`config.mk`:
```
export PLATFORM = sky130hd
export DESIGN_NAME = utf8_to_utf16_decoder_top
export DESIGN_NICKNAME = d
export VERILOG_FILES = /design/src/rtl/u8u16_pkg.sv /design/src/rtl/u8u16_front.sv /design/src/rtl/u8u16_fifo.sv /design/src/rtl/u8u16_back.sv /design/src/rtl/utf8_to_utf16_decoder_top.sv
export SDC_FILE = /design/constraint.sdc
export NUM_CORES = 1
export LEC_CHECK = 0
export BUFFER_PORTS_ARGS = -buffer_cell sky130_fd_sc_hd__clkbuf_2
export CORE_MARGIN = 8
export CORE_UTILIZATION = 41
export CTS_CLUSTER_SIZE = 30
export DETAILED_ROUTE_END_ITERATION = 12
export GPL_ROUTABILITY_DRIVEN = 0
export GPL_TIMING_DRIVEN = 0
export PLACE_DENSITY = 0.55
export SYNTH_ARGS = -nofsm -noshare
export SYNTH_HDL_FRONTEND = slang
export SYNTH_SLANG_ARGS = --single-unit
```
`constraint.sdc`:
```
create_clock -name i_clk -period 4.8 [get_ports i_clk]
set_clock_uncertainty 0.2 [all_clocks]
set_input_delay 0.48 -clock i_clk [delete_from_list [all_inputs] [get_ports i_clk]]
set_output_delay 0.48 -clock i_clk [all_outputs]
set_load 0.005 [all_outputs]
```
`src/rtl/u8u16_pkg.sv`:
```
`default_nettype none

package u8u16_pkg;

    localparam logic [20:0] CP_REPLACEMENT = 21'h00FFFD;
    localparam logic [20:0] CP_SUPP_BASE   = 21'h010000;
    localparam logic [15:0] UNIT_HI_BASE   = 16'hD800;
    localparam logic [15:0] UNIT_LO_BASE   = 16'hDC00;

    typedef struct packed {
        logic [7:0] byte_value;
        logic       last_byte;
    } t_in_word;

    typedef struct packed {
        logic [15:0] utf16_unit;
        logic        unit_valid;
        logic        string_end;
        logic        run_last;
    } t_out_word;

    // decoded event passed from front to back
    typedef struct packed {
        logic [20:0] code_point;
        logic        marker;
        logic        str_end;
    } t_evt;

endpackage

`default_nettype wire

```
`src/rtl/u8u16_front.sv`:
```
`default_nettype none

module u8u16_front (
    input  wire                    i_clk,
    input  wire                    i_rst_n,
    input  wire                    i_valid,
    input  wire                    i_space,
    input  u8u16_pkg::t_in_word    i_in,
    output logic                   o_ready,
    output logic                   o_push,
    output u8u16_pkg::t_evt        o_evt
);
    import u8u16_pkg::*;

    logic [20:0] r_accum, n_accum;
    logic [1:0]  r_left, n_left;
    logic        r_bad, n_bad;
    logic        have_cp;
    logic [20:0] cp;
    logic [7:0]  b;
    logic        accept;

    assign b       = i_in.byte_value;
    assign o_ready = i_space;
    assign accept  = i_valid && i_space;

    always_comb begin
        n_accum = r_accum;
        n_left  = r_left;
        n_bad   = r_bad;
        have_cp = 1'b0;
        cp      = '0;
        if (r_left == 2'd0) begin
            if (b inside {[8'h00:8'h7F]}) begin
                cp      = {13'd0, b};
                have_cp = 1'b1;
            end else if (b inside {[8'hC0:8'hDF]}) begin
                n_accum = {16'd0, b[4:0]};
                n_left  = 2'd1;
                n_bad   = 1'b0;
            end else if (b inside {[8'hE0:8'hEF]}) begin
                n_accum = {17'd0, b[3:0]};
                n_left  = 2'd2;
                n_bad   = 1'b0;
            end else if (b inside {[8'hF0:8'hF7]}) begin
                n_accum = {18'd0, b[2:0]};
                n_left  = 2'd3;
                n_bad   = 1'b0;
            end else begin
                cp      = CP_REPLACEMENT;
                have_cp = 1'b1;
            end
        end else begin
            if (!r_bad) begin
                if (b[7:6] != 2'b10) begin
                    n_bad = 1'b1;
                end else begin
                    n_accum = {r_accum[14:0], b[5:0]};
                end
            end
            n_left = r_left - 2'd1;
            if (n_left == 2'd0) begin
                cp      = n_bad ? CP_REPLACEMENT : n_accum;
                have_cp = 1'b1;
                n_bad   = 1'b0;
                n_accum = '0;
            end
        end
    end

    assign o_push           = accept && (have_cp || i_in.last_byte);
    assign o_evt.code_point = cp;
    assign o_evt.marker     = !have_cp;
    assign o_evt.str_end    = i_in.last_byte;

    always_ff @(posedge i_clk) begin
        if (!i_rst_n) begin
            r_accum <= '0;
            r_left  <= '0;
            r_bad   <= 1'b0;
        end else if (accept) begin
            if (i_in.last_byte) begin
                r_accum <= '0;
                r_left  <= '0;
                r_bad   <= 1'b0;
            end else begin
                r_accum <= n_accum;
                r_left  <= n_left;
                r_bad   <= n_bad;
            end
        end
    end

endmodule

`default_nettype wire

```
`src/rtl/u8u16_fifo.sv`:
```
`default_nettype none

module u8u16_fifo #(
    parameter int DEPTH = 4
) (
    input  wire                 i_clk,
    input  wire                 i_rst_n,
    input  wire                 i_push,
    input  u8u16_pkg::t_evt     i_evt,
    input  wire                 i_pop,
    output logic                o_space,
    output logic                o_head_valid,
    output u8u16_pkg::t_evt     o_head
);
    import u8u16_pkg::*;

    localparam int PW = (DEPTH > 1) ? $clog2(DEPTH) : 1;
    localparam int CW = $clog2(DEPTH + 1);

    t_evt            r_mem [DEPTH];
    logic [PW-1:0]   r_wr, r_rd;
    logic [CW-1:0]   r_count;
    logic            do_push, do_pop;

    assign o_space      = (r_count != CW'(DEPTH));
    assign o_head_valid = (r_count != '0);
    assign o_head       = r_mem[r_rd];
    assign do_push      = i_push && o_space;
    assign do_pop       = i_pop && o_head_valid;

    always_ff @(posedge i_clk) begin
        if (do_push) begin
            r_mem[r_wr] <= i_evt;
        end
    end

    always_ff @(posedge i_clk) begin
        if (!i_rst_n) begin
            r_wr    <= '0;
            r_rd    <= '0;
            r_count <= '0;
        end else begin
            if (do_push) begin
                r_wr <= (r_wr == PW'(DEPTH - 1)) ? '0 : r_wr + 1'b1;
            end
            if (do_pop) begin
                r_rd <= (r_rd == PW'(DEPTH - 1)) ? '0 : r_rd + 1'b1;
            end
            if (do_push && !do_pop) begin
                r_count <= r_count + 1'b1;
            end else if (do_pop && !do_push) begin
                r_count <= r_count - 1'b1;
            end
        end
    end

    property p_count_bound;
        @(posedge i_clk) disable iff (!i_rst_n) r_count <= CW'(DEPTH);
    endproperty
    a_count_bound: assert property (p_count_bound) else $error("fifo count overrun");

    property p_full_hold;
        @(posedge i_clk) disable iff (!i_rst_n)
            (!o_space && !i_pop) |=> !o_space;
    endproperty
    a_full_hold: assert property (p_full_hold) else $error("full fifo lost an entry");

    property p_ptr_sync;
        @(posedge i_clk) disable iff (!i_rst_n)
            (r_count == '0) |-> (r_wr == r_rd);
    endproperty
    a_ptr_sync: assert property (p_ptr_sync) else $error("empty fifo pointers differ");

endmodule

`default_nettype wire

```
`src/rtl/u8u16_back.sv`:
```
`default_nettype none

module u8u16_back (
    input  wire                 i_clk,
    input  wire                 i_rst_n,
    input  wire                 i_head_valid,
    input  u8u16_pkg::t_evt     i_head,
    output logic                o_pop,
    output logic                o_valid,
    input  wire                 i_ready,
    output u8u16_pkg::t_out_word o_out
);
    import u8u16_pkg::*;

    logic        r_phase;
    logic        r_valid;
    t_out_word   r_out, n_out;
    logic        load;
    logic        is_supp;
    logic [20:0] v;
    logic        n_phase;

    assign load    = (!r_valid || i_ready) && i_head_valid;
    assign is_supp = (i_head.code_point >= CP_SUPP_BASE) && !i_head.marker;
    assign v       = i_head.code_point - CP_SUPP_BASE;

    always_comb begin
        n_out   = r_out;
        n_phase = r_phase;
        o_pop   = 1'b0;
        if (load) begin
            if (i_head.marker) begin
                n_out = '{utf16_unit: 16'd0, unit_valid: 1'b0,
                          string_end: 1'b1, run_last: 1'b1};
                o_pop = 1'b1;
            end else if (!is_supp) begin
                n_out = '{utf16_unit: i_head.code_point[15:0], unit_valid: 1'b1,
                          string_end: i_head.str_end, run_last: 1'b1};
                o_pop = 1'b1;
            end else if (!r_phase) begin
                n_out   = '{utf16_unit: UNIT_HI_BASE + {5'd0, v[20:10]}, unit_valid: 1'b1,
                            string_end: 1'b0, run_last: 1'b0};
                n_phase = 1'b1;
            end else begin
                n_out   = '{utf16_unit: UNIT_LO_BASE | {6'd0, v[9:0]}, unit_valid: 1'b1,
                            string_end: i_head.str_end, run_last: 1'b1};
                n_phase = 1'b0;
                o_pop   = 1'b1;
            end
        end
    end

    always_ff @(posedge i_clk) begin
        r_out <= n_out;
    end

    always_ff @(posedge i_clk) begin
        if (!i_rst_n) begin
            r_valid <= 1'b0;
            r_phase <= 1'b0;
        end else begin
            r_phase <= n_phase;
            if (load) begin
                r_valid <= 1'b1;
            end else if (i_ready) begin
                r_valid <= 1'b0;
            end
        end
    end

    assign o_valid = r_valid;
    assign o_out   = r_out;

    property p_phase_head;
        @(posedge i_clk) disable iff (!i_rst_n) r_phase |-> (i_head_valid && is_supp);
    endproperty
    a_phase_head: assert property (p_phase_head) else $error("low half without pending pair");

    property p_marker_form;
        @(posedge i_clk) disable iff (!i_rst_n)
            (r_valid && !r_out.unit_valid) |-> (r_out.string_end && r_out.run_last);
    endproperty
    a_marker_form: assert property (p_marker_form) else $error("bad end marker");

    property p_end_is_last;
        @(posedge i_clk) disable iff (!i_rst_n)
            (r_valid && r_out.string_end) |-> r_out.run_last;
    endproperty
    a_end_is_last: assert property (p_end_is_last) else $error("string end before run end");

    property p_hi_then_lo;
        @(posedge i_clk) disable iff (!i_rst_n)
            (r_valid && !r_out.run_last) |-> r_phase;
    endproperty
    a_hi_then_lo: assert property (p_hi_then_lo) else $error("high surrogate not followed");

endmodule

`default_nettype wire

```
`src/rtl/utf8_to_utf16_decoder_top.sv`:
```
`default_nettype none
// Channel  Valid    Ready    Word
// input    i_valid  o_ready  i_in  (byte_value, last_byte)
// output   o_valid  i_ready  o_out (utf16_unit, unit_valid, string_end, run_last)
//
// One byte accepted per cycle while the event queue has room.
// A byte that completes a code point is written into the event queue, then loaded into the output register;
// a supplementary code point yields two output words (high, then low surrogate).
// Synchronous active-low reset clears decode state, queue and output valid.
// Output stalls back up through a QUEUE_DEPTH-entry queue before o_ready drops.

module utf8_to_utf16_decoder_top #(
    parameter int QUEUE_DEPTH = 4
) (
    input  wire                    i_clk,
    input  wire                    i_rst_n,
    input  wire                    i_valid,
    output logic                   o_ready,
    input  u8u16_pkg::t_in_word    i_in,
    output logic                   o_valid,
    input  wire                    i_ready,
    output u8u16_pkg::t_out_word   o_out
);
    import u8u16_pkg::*;

    logic  push, pop, space, head_valid;
    t_evt  evt, head;

    u8u16_front u_front (
        .i_clk   (i_clk),
        .i_rst_n (i_rst_n),
        .i_valid (i_valid),
        .i_space (space),
        .i_in    (i_in),
        .o_ready (o_ready),
        .o_push  (push),
        .o_evt   (evt)
    );

    u8u16_fifo #(
        .DEPTH (QUEUE_DEPTH)
    ) u_fifo (
        .i_clk        (i_clk),
        .i_rst_n      (i_rst_n),
        .i_push       (push),
        .i_evt        (evt),
        .i_pop        (pop),
        .o_space      (space),
        .o_head_valid (head_valid),
        .o_head       (head)
    );

    u8u16_back u_back (
        .i_clk        (i_clk),
        .i_rst_n      (i_rst_n),
        .i_head_valid (head_valid),
        .i_head       (head),
        .o_pop        (pop),
        .o_valid      (o_valid),
        .i_ready      (i_ready),
        .o_out        (o_out)
    );

endmodule

`default_nettype wire

```
==> results_dict.tcl, run 1 <==
set metrics [dict create \
    outcome "completed" \
    critPathKind "reg2reg" \
    timing.rr.end "u_fifo.r_count[2]" \
    die_w_um 136 \
    num_antenna_cells 0 \
    path_clk_slew_ns 0.06 \
    drtPass1Iterations 4 \
    areaGrowthSynthToFinish_pct 17.4 \
    seq_area_um2 3910 \
    yosysUniqueCellTypes 52 \
    leakage_nw 2.48 \
    hold_viol_final 0 \
    required_ns 4.93 \
    ctsResizeCount 0 \
    synth_warnings 0 \
    ys_async_sr_fraction_pct 0 \
    antenna_found_initial 1 \
    vias 3336 \
    grt-ovfl-total 0 \
    ios 34 \
    clock-root-buffer "clkbuf_16" \
    clk_latency_ns 0.41 \
    numCtsBuffers 17 \
    worstPathArrival_ns 4.48 \
    yosysSeqAreaShare_pct 66.8 \
    final_nets 467 \
    ys_seq_elements 140 \
    setup-violations-final 0 \
    max-clock-path-buffers 2 \
    cts.sink_count 140 \
    fillCellCount 1226 \
    slew_viol_final 0 \
    synth_area_um2 5860 \
    min_from "i_in[0]" \
    start_kind "register" \
    final_area_um2 6880 \
    ff2ff_setup_slack_ns 0.45 \
    h-tree-depth 4 \
    grt_pass1_vias 3486 \
    chipHeight_um 136 \
    fin_crit_ns 4.35 \
    core_um2 13900 \
    relSlewSlack_pct 13.5 \
    fmax_mhz 230 \
    drt-vias-per-instance 5.23 \
    antenna_left 0 \
    min_path_type "in2reg" \
    wire_per_inst_um 18.6 \
    grt.total_usage_pct 13.8 \
    whs_path_depth 1 \
    tightest_slew_ns 1.30 \
    fin_tns_setup_ns 0 \
    portBuffers 33 \
    rows 43 \
    cts_tree "yes" \
    maxCapViolCount 0 \
    ir_worst_vdd_v 0.000244 \
    p_per_area_nw_per_um2 567 \
    rsz0062_at_grt "false" \
    place_area_um2 6270 \
    yosysTopAreaCellShare_pct 56.9 \
    synth_edf_count 111 \
    drive_above_1_share_pct 23.1 \
    initialDrtViolationCount 185 \
    synth_top_cells_by_count "111 x edfxtp_1, 33 x nor2_1, 29 x dfxtp_1" \
    syn_area_per_cell_um2 14.9 \
    detailed_place_hpwl_mm 8.16 \
    synth_top_cells_by_area "edfxtp_1 57%, dfxtp_1 9.9%, mux4_2 8.8%, nor2_1 2.1%, mux2i_1 2.1%" \
    critical_path.max_fanout 10 \
    initial_utilization_pct 42.0 \
    synth_top_area_cell "edfxtp_1" \
    synth_ff_type "edfxtp_1" \
    grt_pass1_wl_mm 18.7 \
    post-cts-setup-buffers 0 \
    cp-end-kind "register" \
    r2r_cells 14 \
    hold_end "u_fifo.r_mem[2][0]" \
    ctsHoldBuffers 0 \
    multi_input_area_um2 1800 \
    synth.most_common_cell "edfxtp_1" \
    netlist_instances 392 \
    wl_mm 11.9 \
    syn_nets 414 \
    drc 0 \
    grt_max_degree 24 \
    finalCritPeriodShare_pct 90.6 \
    die-area_um2 18400 \
]
==> worst max-delay path, stage by stage, from the launching register on <==
cell and delay, ns:
dfxtp_1 0.33, buf_6 0.13, buf_4 0.25, mux4_2 0.62, nor4_2 0.39, nand4b_1 0.25, o31ai_4 0.39, inv_2 0.16
nand2_1 0.23, ha_1 0.22, inv_1 0.06, fa_1 0.38, xor2_1 0.18, or3_1 0.30, a21boi_0 0.17
==> layout by cell type, fill, tap and decap left out, types with 5 or more instances in the layout <==
cell,netlist,final
clkinv_2,0,7
nor2_1,33,33
nand2_1,24,24
nand3_1,6,6
o21ai_0,14,14
inv_1,10,10
clkbuf_2,0,35
ha_1,8,8
o21ai_1,5,5
mux4_2,23,23
and3_1,6,6
a22o_1,10,10
edfxtp_1,111,111
and2_1,9,9
clkbuf_1,15,15
dfxtp_1,29,29
mux2i_1,12,12
a21o_1,5,5
clkbuf_16,0,17
a21oi_1,6,5
==> cells by family (layout without fill, tap and decap cells) <==
kind of cell | after synthesis | in the layout | share of synthesized area [%]
adder cells (fa/ha/maj) | 9 | 9 | 2.05
AO/OA/AOI/OAI | 63 | 63 | 7.67
buffers and inverters | 33 | 99 | 2.56
multiplexers | 38 | 38 | 11.5
XOR/XNOR | 4 | 4 | 0.598
flip-flops | 140 | 140 | 66.8
AND/OR/NAND/NOR | 105 | 105 | 8.82
==> sequential cells by signal, summed over array words and instances, names as in the netlist, named ones only <==
| signal | count |
|---|---|
| u_back.o_out | 19 |
| u_back.o_valid | 1 |
| u_back.r_phase | 1 |
| u_fifo.r_count | 3 |
| u_fifo.r_mem | 92 |
| u_fifo.r_rd | 2 |
| u_fifo.r_wr | 2 |
| u_front.r_accum | 15 |
| u_front.r_bad | 1 |
| u_front.r_left | 2 |
==> where the power goes <==
| part | total [mW] | switching, mW | internal, mW |
|---|---|---|---|
| logic | 0.936 | 0.537 | 0.398 |
| registers | 1.65 | 0.0646 | 1.58 |
| clock network | 1.32 | 0.479 | 0.837 |
==> how the worst max path moves through the flow <==
| stage | startpoint | endpoint | slack [ns] |
|---|---|---|---|
| floorplan | register | u_fifo.r_count[2] | 1.15 |
| global placement | register | u_fifo.r_count[2] | 0.15 |
| detailed placement | register | u_fifo.r_count[2] | 0.1 |
| CTS | register | u_fifo.r_count[2] | 0.07 |
| global route | register | u_fifo.r_count[2] | 0.18 |
| finish | register | u_fifo.r_count[2] | 0.45 |
==> through the flow <==
stage / total power, mW / hold slack [ns] / utilization (%) / instances / setup slack [ns]
global placement: 2.58 / 0.257 / 44.8 / 605 / 0.147
global route: 4.10 / 0.134 / 49.3 / 638 / 0.180
CTS: 3.95 / 0.118 / 49.3 / 638 / 0.0692
finish: 3.90 / 0.146 / 49.3 / 638 / 0.450
floorplan: 2.29 / 0.235 / - / 392 / 1.15
detailed placement: 2.62 / 0.260 / 45.0 / 606 / 0.0973
==> layout make-up <==
class | instances | area share (%)
multi-input combinational | 219 | 26.2
inverter | 12 | 0.655
clock inverter | 13 | 2.15
buffer | 21 | 1.57
timing repair buffer | 34 | 2.62
tap | 180 | 3.28
sequential | 140 | 56.9
clock buffer | 19 | 6.59
==> per-layer routing <==
layer,wire [um],share of wire [%],vias up,global-route usage (%)
met1,5500,46,1642,17.0
met4,260,2.2,2,6.29
met3,520,4.4,18,4.90
li1,-,-,1602,-
met2,5580,47,72,21.4
met5,13,0.11,-,0
No activity file was read; power rests on OpenSTA's default activity.
==> run 2: changes to the inputs <==
--- a/config.mk
+++ b/config.mk
@@ -5,14 +5,15 @@
 export SDC_FILE = /design/constraint.sdc
 export NUM_CORES = 1
 export LEC_CHECK = 0
+export ABC_AREA = 1
 export BUFFER_PORTS_ARGS = -buffer_cell sky130_fd_sc_hd__clkbuf_2
-export CORE_MARGIN = 8
 export CORE_UTILIZATION = 41
 export CTS_CLUSTER_SIZE = 30
 export DETAILED_ROUTE_END_ITERATION = 12
 export GPL_ROUTABILITY_DRIVEN = 0
 export GPL_TIMING_DRIVEN = 0
 export PLACE_DENSITY = 0.55
+export SLEW_MARGIN = 25
 export SYNTH_ARGS = -nofsm -noshare
 export SYNTH_HDL_FRONTEND = slang
 export SYNTH_SLANG_ARGS = --single-unit
==> run 2 against run 1 <==
Compared with the run above:
- the flow now finishes with violations (design-rule violations)
- first-iteration DRC count increased by 96%
- via count increased by 36%
- power increased by 18%
- worst setup slack improved by 0.88 ns
- synthesized cell count increased by 62%
- die area decreased by 14%
- clock power decreased by 13%
- final cell count increased by 39%
- critical path type unchanged
- critical endpoint is now u_fifo.r_count[1]
==> results_dict.tcl, run 2 <==
set metrics [dict create \
    critical_path.max_fanout 10 \
    synth_top_cells_by_count "200 x nand2_1, 111 x edfxtp_1, 57 x o21ai_0" \
    synth_warnings 0 \
    wl_mm 14.5 \
    initial_utilization_pct 42.4 \
    outcome "complete, but fails checks" \
    cts.sink_count 140 \
    multi_input_area_um2 2040 \
    setup-violations-final 0 \
    ios 34 \
    clk_latency_ns 0.41 \
    final_nets 713 \
    grt_pass1_vias 4419 \
    rows 44 \
    drt-vias-per-instance 5.13 \
    finalCritPeriodShare_pct 72.3 \
    r2r_cells 13 \
    post-cts-setup-buffers 0 \
    largest_register_ffs 92 \
    tightest_slew_ns 0.695 \
    max-clock-path-buffers 2 \
    hold_viol_final 0 \
    die-area_um2 15700 \
    ys_async_sr_fraction_pct 0 \
    synth_edf_count 111 \
    clock-root-buffer "clkbuf_16" \
    yosysSeqAreaShare_pct 62.8 \
    fin_crit_ns 3.47 \
    fillCellCount 1379 \
    core_um2 14700 \
    die_w_um 125 \
    fmax_mhz 288 \
    wire_per_inst_um 16.3 \
    ctsHoldBuffers 0 \
    cp-end-kind "register" \
    initialDrtViolationCount 362 \
    syn_nets 656 \
    finalPower_mw 4.59 \
    maxCapViolCount 0 \
    synth.most_common_cell "nand2_1" \
    hold_slack_ns 0.148 \
    grt_max_degree 25 \
    drive_above_1_share_pct 13.2 \
    cts_tree "yes" \
    synth_ff_type "edfxtp_1" \
    critPathKind "reg2reg" \
    detailed_place_hpwl_mm 10.5 \
    areaGrowthSynthToFinish_pct 16.7 \
    worstPathArrival_ns 3.56 \
    min_path_type "in2reg" \
    numCtsBuffers 17 \
    portBuffers 33 \
    grt-ovfl-total 0 \
    ir_worst_vdd_v 0.000227 \
    ctsResizeCount 0 \
    relSlewSlack_pct 53.7 \
    drc 4 \
    num_antenna_cells 0 \
    slew_viol_final 0 \
    antenna_left 0 \
    syn_area_per_cell_um2 9.83 \
    antenna_found_initial 0 \
    fin_tns_setup_ns 0 \
    vias 4543 \
    path_clk_slew_ns 0.06 \
    whs_path_depth 3 \
    required_ns 4.89 \
    synth_top_area_cell "edfxtp_1" \
    yosysUniqueCellTypes 35 \
    chipHeight_um 125 \
    grt_pass1_wl_mm 22.8 \
    rsz0062_at_grt "false" \
    start_kind "register" \
    grt.total_usage_pct 19.5 \
    seq_area_um2 3910 \
    leakage_nw 2.83 \
    dp_cells 856 \
    yosysTopAreaCellShare_pct 53.5 \
    final_cell_mix "200 x nand2_1, 111 x edfxtp_1, 57 x o21ai_0, 51 x nand3_1, 41 x nor2_1" \
    netlist_instances 634 \
    drtPass1Iterations 11 \
    synth_top_cells_by_area "edfxtp_1 53%, nand2_1 12%, dfxtp_1 9.3%, o21ai_0 4.6%, nand3_1 4.1%" \
    violations "design-rule violations" \
    stdcell_count 886 \
    top_register "u_fifo.r_mem" \
    h-tree-depth 4 \
    p_per_area_nw_per_um2 631 \
    ys_seq_elements 140 \
    layout_commonest_cell "nand2_1" \
    synth_area_um2 6230 \
]
==> run 2: cell types whose count changed in the layout (fill, tap and decap cells not counted), moves of 8 or more <==
cell,previous run,this run
a22o_1,10,0
a21oi_1,5,34
nor2_1,33,41
mux2i_1,12,0
nand2_1,24,200
nand3_1,6,51
inv_1,10,36
o21ai_0,14,57
mux4_2,23,0
==> run 2: final timing paths <==
kind                                           from                   to  slack [ns]
worst min-delay path                        i_rst_n   u_front.r_accum[5]        0.15
worst min register to register  u_front.r_accum[11]  u_front.r_accum[11]        0.28
worst max-delay path                       register    u_fifo.r_count[1]        1.33
worst max register to register             register    u_fifo.r_count[1]        1.33
==> run 2: worst max-delay path: stages (launching register included) <==
cell	delay, ns
dfxtp_1	0.33
inv_2	0.19
buf_4	0.22
nand2_1	0.06
a32oi_1	0.58
inv_2	0.23
nand3_4	0.21
buf_4	0.22
nand2_1	0.08
ha_1	0.20
inv_1	0.10
fa_1	0.42
o21ai_0	0.24
a21oi_1	0.07
==> run 2: kinds of logic after synthesis <==
logic type | Yosys count | share of synthesized area (%)
XOR/XNOR | 3 | 0.422
buffers and inverters | 66 | 5.26
AO/OA/AOI/OAI | 109 | 9.53
adder cells (fa/ha/maj) | 9 | 1.93
flip-flops | 140 | 62.8
AND/OR/NAND/NOR | 307 | 20.1
==> run 2: area by class of cell <==
class / count / share of cell area [%]
tap: 184 / 3.16
inverter: 39 / 2.01
sequential: 140 / 53.8
buffer: 27 / 2.49
clock buffer: 19 / 5.95
clock inverter: 11 / 1.10
timing repair buffer: 38 / 3.47
multi-input combinational: 428 / 28.0
==> run 2: stage by stage <==
step	setup WS [ns]	utilization, %	area, um^2
2_1_floorplan	1.59	-	6230
4_1_cts	1.39	49.5	7280
6_report	1.33	49.5	7280
3_5_place_dp	1.43	46.0	6760
5_1_grt	1.00	49.5	7280
3_3_place_gp	0.796	45.1	6630
==> run 2: layer usage <==
layer / vias up / global-route usage (%) / wire length [um]
met2: 124 / 33.1 / 7110
met5: - / 0 / 0
met3: 25 / 4.45 / 621
met4: 0 / 8.68 / 317
met1: 2123 / 23.9 / 6430
li1: 2271 / - / -
==> run 2: where the power goes <==
part / switching, mW / internal, mW / total (mW) / leakage, nW
clock network: 0.454 / 0.693 / 1.15 / 0.248
registers: 0.0672 / 1.63 / 1.70 / 1.25
logic: 1.15 / 0.603 / 1.75 / 1.33
total: 1.67 / 2.92 / 4.59 / 2.83
==> run 3: changes to the inputs <==
==> constraint.sdc (replaced) <==
create_clock -name i_clk -period 3.5 [get_ports i_clk]
set_clock_uncertainty 0.2 [all_clocks]
set_input_delay 0.35 -clock i_clk [delete_from_list [all_inputs] [get_ports i_clk]]
set_output_delay 0.35 -clock i_clk [all_outputs]
set_load 0.005 [all_outputs]
==> run 3 against run 2 <==
Compared with the run above:
- the flow still finishes with violations (design-rule violations)
- via count increased by 0.46%
- utilization rose by 0.58 points
- clock-buffer cell count did not move
- power is 40% higher
- combinational power rose by 45%
- worst hold slack lost 0.11 ns
- critical path type unchanged
==> results_dict.tcl, run 3 (synthesis results as in run 2) <==
set metrics [dict create \
    outcome "complete, but fails checks" \
    violations "design-rule violations" \
    critical_path.max_fanout 10 \
    h-tree-depth 4 \
    vias 4564 \
    internal_power_mw 4.12 \
    leakage_nw 2.88 \
    drc 4 \
    relSlewSlack_pct 53.6 \
    p_switching_mw 2.32 \
    hold_end "u_fifo.r_mem[2][0]" \
    drt-vias-per-instance 5.09 \
    path_clk_slew_ns 0.06 \
    cp_cell_sequence "inv_2, buf_2, a21oi_1, a32oi_1, inv_2, nand3_4, nand2_1, ha_1, inv_1, fa_1, o21ai_0, a21oi_1" \
    grt.total_usage_pct 19.6 \
    min_path_type "in2reg" \
    final_cell_mix "200 x nand2_1, 111 x edfxtp_1, 57 x o21ai_0, 51 x nand3_1, 41 x nor2_1" \
    cp-end-kind "register" \
    ff2ff_setup_slack_ns 0.24 \
    fmax_mhz 307 \
    clock_power_share_pct 24.5 \
    die_w_um 125 \
    finalPower_mw 6.44 \
    initialDrtViolationCount 342 \
    critPathKind "reg2reg" \
    portBuffers 33 \
    cp_slowest_cell "a32oi_1" \
    min_from "i_in[0]" \
    tightest_slew_ns 0.696 \
    areaGrowthSynthToFinish_pct 18.1 \
    initial_utilization_pct 42.4 \
    hold_viol_final 0 \
    finalCritPeriodShare_pct 93.2 \
    antenna_found_initial 0 \
    wire_per_inst_um 16.2 \
    die-area_um2 15700 \
    numCtsBuffers 17 \
    max_stage_delay_ns 0.55 \
    p_per_area_nw_per_um2 875 \
    whs_path_depth 1 \
    comb_power_share_pct 39.4 \
    critical_path_buf_inv_count 4 \
    num_antenna_cells 0 \
    grt_pass1_vias 4429 \
    pre_cts_slack_ns 0.125 \
    ctsResizeCount 0 \
    critPathTopFamily "compound AO/OA/AOI/OAI gates" \
    clk_latency_ns 0.41 \
    seq_power_share_pct 36.1 \
    top_register "u_fifo.r_mem" \
    fin_crit_ns 3.26 \
    detailed_place_hpwl_mm 10.5 \
    largest_register_ffs 92 \
    switching_share_pct 36.1 \
    wl_mm 14.6 \
    layout_commonest_cell "nand2_1" \
    worstPathArrival_ns 3.35 \
    rows 44 \
    grt_pass1_wl_mm 22.8 \
    setup-violations-final 0 \
    cts_tree "yes" \
    drive_above_1_share_pct 14.4 \
    setup_ws_ns 0.239 \
    cts.sink_count 140 \
    final_nets 724 \
    drtPass1Iterations 11 \
    maxCapViolCount 0 \
    chipHeight_um 125 \
    ir_worst_vdd_v 0.000317 \
    antenna_left 0 \
    core_um2 14700 \
    required_ns 3.59 \
    clock-root-buffer "clkbuf_16" \
    ios 34 \
    rsz0062_at_grt "false" \
    timing.rr.end "u_fifo.r_count[1]" \
    r2r_cells 12 \
    grt_max_degree 25 \
    max-clock-path-buffers 2 \
    grt-ovfl-total 0 \
    start_kind "register" \
    slew_viol_final 0 \
]
run 3: final cells by class:
cell class | count | area, um^2
Clock buffer | 19 | 433
Tap cell | 184 | 230
Fill cell | 1372 | 7340
Buffer | 26 | 174
Clock inverter | 11 | 80.1
Timing Repair Buffer | 50 | 345
Sequential cell | 140 | 3910
Inverter | 39 | 146
Multi-Input combinational cell | 428 | 2040
run 3: power by group through the flow:
stage / clock network (mW) / logic, mW / registers (mW)
detailed placement: 0 / 2.41 / 2.36
CTS: 1.61 / 2.42 / 2.33
floorplan: 0 / 1.57 / 2.37
global placement: 0 / 2.26 / 2.37
global route: 1.67 / 2.83 / 2.36
finish: 1.58 / 2.54 / 2.33
run 3: through the flow:
step                hold slack (ns)  setup TNS [ns]  utilization [%]  area [um^2]  std cells
detailed placement            0.276               0             46.0         6760        856
finish                       0.0402               0             50.1         7360        897
global route                 0.0245               0             50.1         7360        897
floorplan                     0.249               0                -         6230        634
CTS                         0.00729               0             49.6         7290        887
global placement              0.267          -37.87             45.1         6630        851
run 3: worst reg2reg max path, stage by stage (launching register included):
cell     delay (ns)
dfxtp_1        0.36
inv_2          0.13
buf_2          0.27
a21oi_1        0.07
a32oi_1        0.55
inv_2          0.24
nand3_4        0.21
nand2_1        0.08
ha_1           0.20
inv_1          0.10
fa_1           0.42
o21ai_0        0.24
a21oi_1        0.07
run 3: worst max path at each step:
| stage | from | end | slack (ns) | depth (start not counted) |
|---|---|---|---|---|
| 3_3_place_gp | u_front.r_left[1] | u_fifo.r_mem[1][8] | -0.42 | 7 |
| 6_report | register | u_fifo.r_count[1] | 0.24 | 12 |
| 5_1_grt | register | u_fifo.r_count[2] | 0.02 | 20 |
| 4_1_cts | register | u_fifo.r_count[1] | 0.09 | 13 |
| 2_1_floorplan | u_fifo.r_count[0] | u_fifo.r_count[1] | 0.29 | 8 |
| 3_5_place_dp | register | u_fifo.r_count[1] | 0.13 | 13 |
run 3: timing repair:
item / in CTS / in global routing
hold endpoints to repair: 3 / 0
hold buffers: 1 / 0
buffers inserted: 0 / 11
setup endpoints to repair: 0 / 2
run 3: per-layer routing:
metal / up-vias / track usage [%] / wire (um)
li1: 2293 / - / -
met1: 2123 / 23.9 / 6470
met2: 124 / 33.2 / 7100
met3: 24 / 4.45 / 645
met4: 0 / 8.68 / 340
met5: - / 0 / 0
